### config.mk
export PLATFORM = sky130hd
export DESIGN_NAME = srwt_ctrl
export DESIGN_NICKNAME = d
export VERILOG_FILES = /design/src/rtl/sparse_row_weight_table_unit_assert.svh /design/src/rtl/srwt_pkg.sv /design/src/rtl/srwt_ctrl.sv
export SDC_FILE = /design/constraint.sdc
export NUM_CORES = 1
export LEC_CHECK = 0
export ABC_AREA = 1
export BUFFER_PORTS_ARGS = -buffer_cell sky130_fd_sc_hd__buf_4
export CAP_MARGIN = 5
export CORE_AREA = 4 4 41 43
export CTS_BUF_LIST = sky130_fd_sc_hd__clkbuf_8
export CTS_CLUSTER_DIAMETER = 40
export CTS_CLUSTER_SIZE = 12
export DETAILED_ROUTE_END_ITERATION = 16
export DIE_AREA = 0 0 45 47
export GPL_TIMING_DRIVEN = 0
export SYNTH_ARGS = -nofsm -noshare
export SYNTH_HDL_FRONTEND = slang
export SYNTH_SLANG_ARGS = --single-unit
### constraint.sdc
create_clock -name clk -period 2.04 [get_ports clk]
set_input_delay 0.102 -clock clk [delete_from_list [all_inputs] [get_ports clk]]
set_output_delay 0.102 -clock clk [all_outputs]
set_load 0.02 [all_outputs]
### src/rtl/sparse_row_weight_table_unit_assert.svh
// Assertion macros used by the sparse row weight table top-level unit.
`ifndef SPARSE_ROW_WEIGHT_TABLE_UNIT_ASSERT_SVH
`define SPARSE_ROW_WEIGHT_TABLE_UNIT_ASSERT_SVH

// Same-cycle implication, disabled while reset is held.
`define SRWT_ASSERT_IMP(label, clk, rst_n, ante, cons) \
  label: assert property (@(posedge clk) disable iff (!rst_n) (ante) |-> (cons)) \
    else $error("srwt assertion failed");

// Next-cycle implication, disabled while reset is held.
`define SRWT_ASSERT_NXT(label, clk, rst_n, ante, cons) \
  label: assert property (@(posedge clk) disable iff (!rst_n) (ante) |=> (cons)) \
    else $error("srwt assertion failed");

`endif

### src/rtl/srwt_pkg.sv
package srwt_pkg;

  localparam int ROWS_DEF         = 32;
  localparam int MAX_CONNS_DEF    = 8;
  localparam int SOURCE_WIDTH_DEF = 10;

  localparam int SRC_IN_W = 10;
  localparam int ROW_IN_W = 5;
  localparam int WEIGHT_W = 32;

  localparam logic CMD_LOOKUP = 1'b0;
  localparam logic CMD_SET    = 1'b1;

  localparam logic [1:0] ST_OK       = 2'd0;
  localparam logic [1:0] ST_INSERTED = 2'd1;
  localparam logic [1:0] ST_FULL     = 2'd2;

  typedef struct packed {
    logic                       command;
    logic [SRC_IN_W-1:0]        source_id;
    logic [ROW_IN_W-1:0]        row_index;
    logic signed [WEIGHT_W-1:0] weight_value;
  } in_word_t;

  typedef struct packed {
    logic signed [WEIGHT_W-1:0] weight_out;
    logic                       found;
    logic [1:0]                 status;
  } out_word_t;

  typedef struct packed {
    logic load;
    logic search;
    logic finish;
  } ctl_cmd_t;

  typedef struct packed {
    logic done;
  } dp_stat_t;

endpackage

### src/rtl/srwt_ctrl.sv
module srwt_ctrl (
  input  logic              clk,
  input  logic              rst_n,
  input  logic              start,
  input  srwt_pkg::dp_stat_t stat,
  output srwt_pkg::ctl_cmd_t cmd,
  output logic              busy
);

  typedef enum logic [2:0] {
    S_IDLE   = 3'b001,
    S_SEARCH = 3'b010,
    S_FINISH = 3'b100
  } state_t;

  state_t state_r;
  state_t state_nxt;

  always_comb begin
    state_nxt = state_r;
    case (state_r)
      S_IDLE: begin
        if (start) begin
          state_nxt = S_SEARCH;
        end
      end
      S_SEARCH: begin
        if (stat.done) begin
          state_nxt = S_FINISH;
        end
      end
      S_FINISH: begin
        state_nxt = S_IDLE;
      end
      default: begin
        state_nxt = S_IDLE;
      end
    endcase
  end

  always_ff @(posedge clk) begin
    if (!rst_n) begin
      state_r <= S_IDLE;
    end else begin
      state_r <= state_nxt;
    end
  end

  assign busy       = (state_r != S_IDLE);
  assign cmd.load   = (state_r == S_IDLE) && start;
  assign cmd.search = (state_r == S_SEARCH);
  assign cmd.finish = (state_r == S_FINISH);

endmodule

Word-level counts from Yosys, hierarchy flattened
Cells that the tools add are included.
- equality and inequality tests: 6
- muxes and demuxes: 3
- reduce and logical (&&, ||, !) cells: 2
- operators by type and width (cell ; count):
    3-bit two-way mux ; 2
    3-bit one-hot mux with 2 select lines ; 1
    2-bit != test, second input constant ; 2
    3-bit by 1-bit equality test with 1-bit output, second input constant ; 1
    3-bit by 2-bit equality test with 1-bit output, second input constant ; 1
    3-bit equality test, second input constant ; 1
    3-bit by 1-bit != test with 1-bit output, second input constant ; 1
    2-bit AND reduction ; 1
    1-bit logical AND ; 1
- register bits after elaboration: 3
- input bits: 4
- output and inout port bits: 4
- word-level logic and storage cells: 12

Longest topological paths before layout
- depth in word-level cells: 3
- gate-level depth with buffers: 5
- depth with buffers taken out: 5

Least setup slack after synthesis
OpenSTA, ideal clock, no wires.
- kind: register to output
- from: register state_r[2]
- to: output port cmd[0] in the netlist's numbering
- data arrival time: 882 ps
- required time: 1938 ps
- path slack: 1056 ps
- cell stages (with the launch flop): 3
- path buffers: 0
- path through: dfxtp_1 -> inv_2 -> nor3_1
- RTL lines (item ; RTL line ; RTL):
    start, declared ; srwt_ctrl.sv:16 ; state_t state_r;
    start signal, assigned ; srwt_ctrl.sv:45 ; state_r <= state_nxt;
    end, declared ; srwt_ctrl.sv:6 ; output srwt_pkg::ctl_cmd_t cmd,

==> metrics.txt <==
Fin Setup TNS 0 ns; cts-stage hold buffer count 0; flop2flop setup slack 1.20 ns; Tcrit/Tclk final 0.548; Mean Syn Cell Area 7.83 sq um; Power Density 959 nW/um^2; largest cells by area after synthesis dfxtp_1 (33%), nand3_2 (22%), inv_1 (8.3%); final setup violating endpoints 0; type of the tightest min-delay check in -> reg; top_reg_cell synth dfxtp_1; Post-synth EDFFs 0; first-pass GRT wire length 648 um; antenna fix cells 0; Post-route DRC 0; Total Wirelength 380 um; remaining global-route overflow 0; min cycle time layout 1.12 ns; run status finished, final reports clean; nets 39; vias in the first global route 176; initial antenna violation count 0; ANT nets after route 0; Pleak 0.155 nW; delay-heaviest family, CP flip-flops; number of post-CTS setup repair buffers 0; yosys warns 0; Reg-to-Reg Start state_r[0]; clk_lat worst skew 0.21 ns; Avg WL per Cell 7.76 um; final hold violations 0; Place WS 1.14 ns; max reg flops 3; chip height 47 um; FF-to-FF End state_r[0]; FP Rows 13; number of vias per cell 3.45; clock skew 0.0000456 ns; Worst Hold Depth 2; Max rail drop VDD 0.324 mV; post-synthesis net count 27; top flop regs state_r: 3 flops; r2r worst-path depth 5; Initial Util 0.138; RSZ-0062 raised after global routing false; worst path required time 1.94 ns; Synth Cell Area 180 sq um; Setup crit end kind primary output; fmax 0.895 GHz; root buffer cell clkbuf_8; Yosys reg bits 3; Hold Path End state_r[0]; clock tree buffer depth 2; largest net degree at the start of global routing 5; top cell type's share of synthesized area 0.333; number of port buffers 7; Critical Path Max Stage Delay 0.34 ns; synthesis-to-layout area growth 64.6%; top cells by count, synth inv_1 (4), inv_2 (4), nand3_2 (4); Crit Path Class reg -> out; Hold Path Origin rst_n; Core Region 1300 sq um; crit start category flip-flop; Yosys cell types 11; post_cts resized 0; Pre-antenna DRT Iters 2; crit-path cells inv_2 > nor2_4 > nand3_2 > inv_1 > buf_4; GR Util All Layers 0.0466; max-slew violations 0; H-tree levels 1; cell accounting for the most synthesized area dfxtp_1; actual slew at the worst max-slew pin 0.175 ns; CP Data Arrival Time 1.02 ns; CTS tree built; Mapped Cells 23; Die Area 2120 sq um; CP Max Fanout 3; CTS buffer count 3; gpl congestion 0.697; WP buf/inv 3; Sink Count 3; sequential area share after synthesis 0.333; layout cells sized above 1 0.618; Worst path slowest cell dfxtp_1; Max-slew headroom 0.882; die width 45 um; asr flop ratio synth 0; most flop-heavy register state_r; starting DRC count in detailed routing 2; I/O pin count 8; maxcap violations 0; vias post-DR 169; Clock transition at path regs 0.03 ns; dpl hpwl 319 um; Worst Setup Slack, final 0.923 ns
cell type report:
class | instances | area [sq um]
fill | 155 | 1000
multi-input combinational | 12 | 90.1
sequential | 3 | 60.1
timing repair buffer | 7 | 52.6
clock buffer | 3 | 41.3
inverter | 8 | 30.0
tap | 15 | 18.8
clock inverter | 1 | 3.75
routing by layer:
metal | GRT usage | part of all wire | up-vias | wire length (um)
li1 | - | - | 92 | -
met1 | 0.0454 | 0.41 | 72 | 156
met2 | 0.0621 | 0.47 | 5 | 177
met3 | 0.0192 | 0.12 | 0 | 46
met4 | 0.0702 | 0 | 0 | 0
met5 | 0 | 0 | - | 0
power breakdown:
part	total (W)	switching [W]	internal, W
Combinational	0.0000510	0.0000298	0.0000211
Clock	0.000166	0.0000380	0.000128
Sequential	0.0000676	0.00000406	0.0000635
Total	0.000285	0.0000719	0.000213
cell families (layout without fill, tap and decap cells):
| group | Yosys count | in the layout | synth area share |
|---|---|---|---|
| flops | 3 | 3 | 0.333 |
| buf+inv | 8 | 19 | 0.167 |
| simple gates | 11 | 11 | 0.451 |
| compound gates | 1 | 1 | 0.0486 |
per-stage QoR:
step | area (sq um) | hold WS [ns] | instances | total power [W] | util
floorplan | 180 | 0.187 | 23 | 0.000101 | -
global placement | 251 | 0.326 | 45 | 0.000120 | 0.193
detailed placement | 251 | 0.335 | 45 | 0.000120 | 0.193
CTS | 297 | 0.111 | 49 | 0.000292 | 0.228
global route | 297 | 0.129 | 49 | 0.000301 | 0.228
finish | 297 | 0.103 | 49 | 0.000285 | 0.228
cell usage in the layout, fill, tap and decap left out:
cell type	synthesis	final
nor3_1	1	1
nor2_2	1	1
clkbuf_8	0	3
dfxtp_1	3	3
inv_1	4	5
a21oi_2	1	1
nand4_1	1	1
nor2_4	1	1
buf_4	0	7
nand3_1	1	1
nand3_2	4	4
nand2_1	2	2
inv_2	4	4
how the worst max path moves through the flow:
stage | startpoint | endpoint | slack [ns] | depth (start not counted)
3_3_place_gp | state_r[0] | cmd[2] | 1.16 | 5
3_5_place_dp | state_r[0] | cmd[2] | 1.14 | 5
4_1_cts | state_r[0] | cmd[2] | 0.90 | 5
5_1_grt | state_r[0] | cmd[2] | 0.84 | 5
2_1_floorplan | state_r[2] | cmd[0] | 1.06 | 2
6_report | state_r[0] | cmd[2] | 0.92 | 5
No activity file was read; power rests on OpenSTA's default activity.
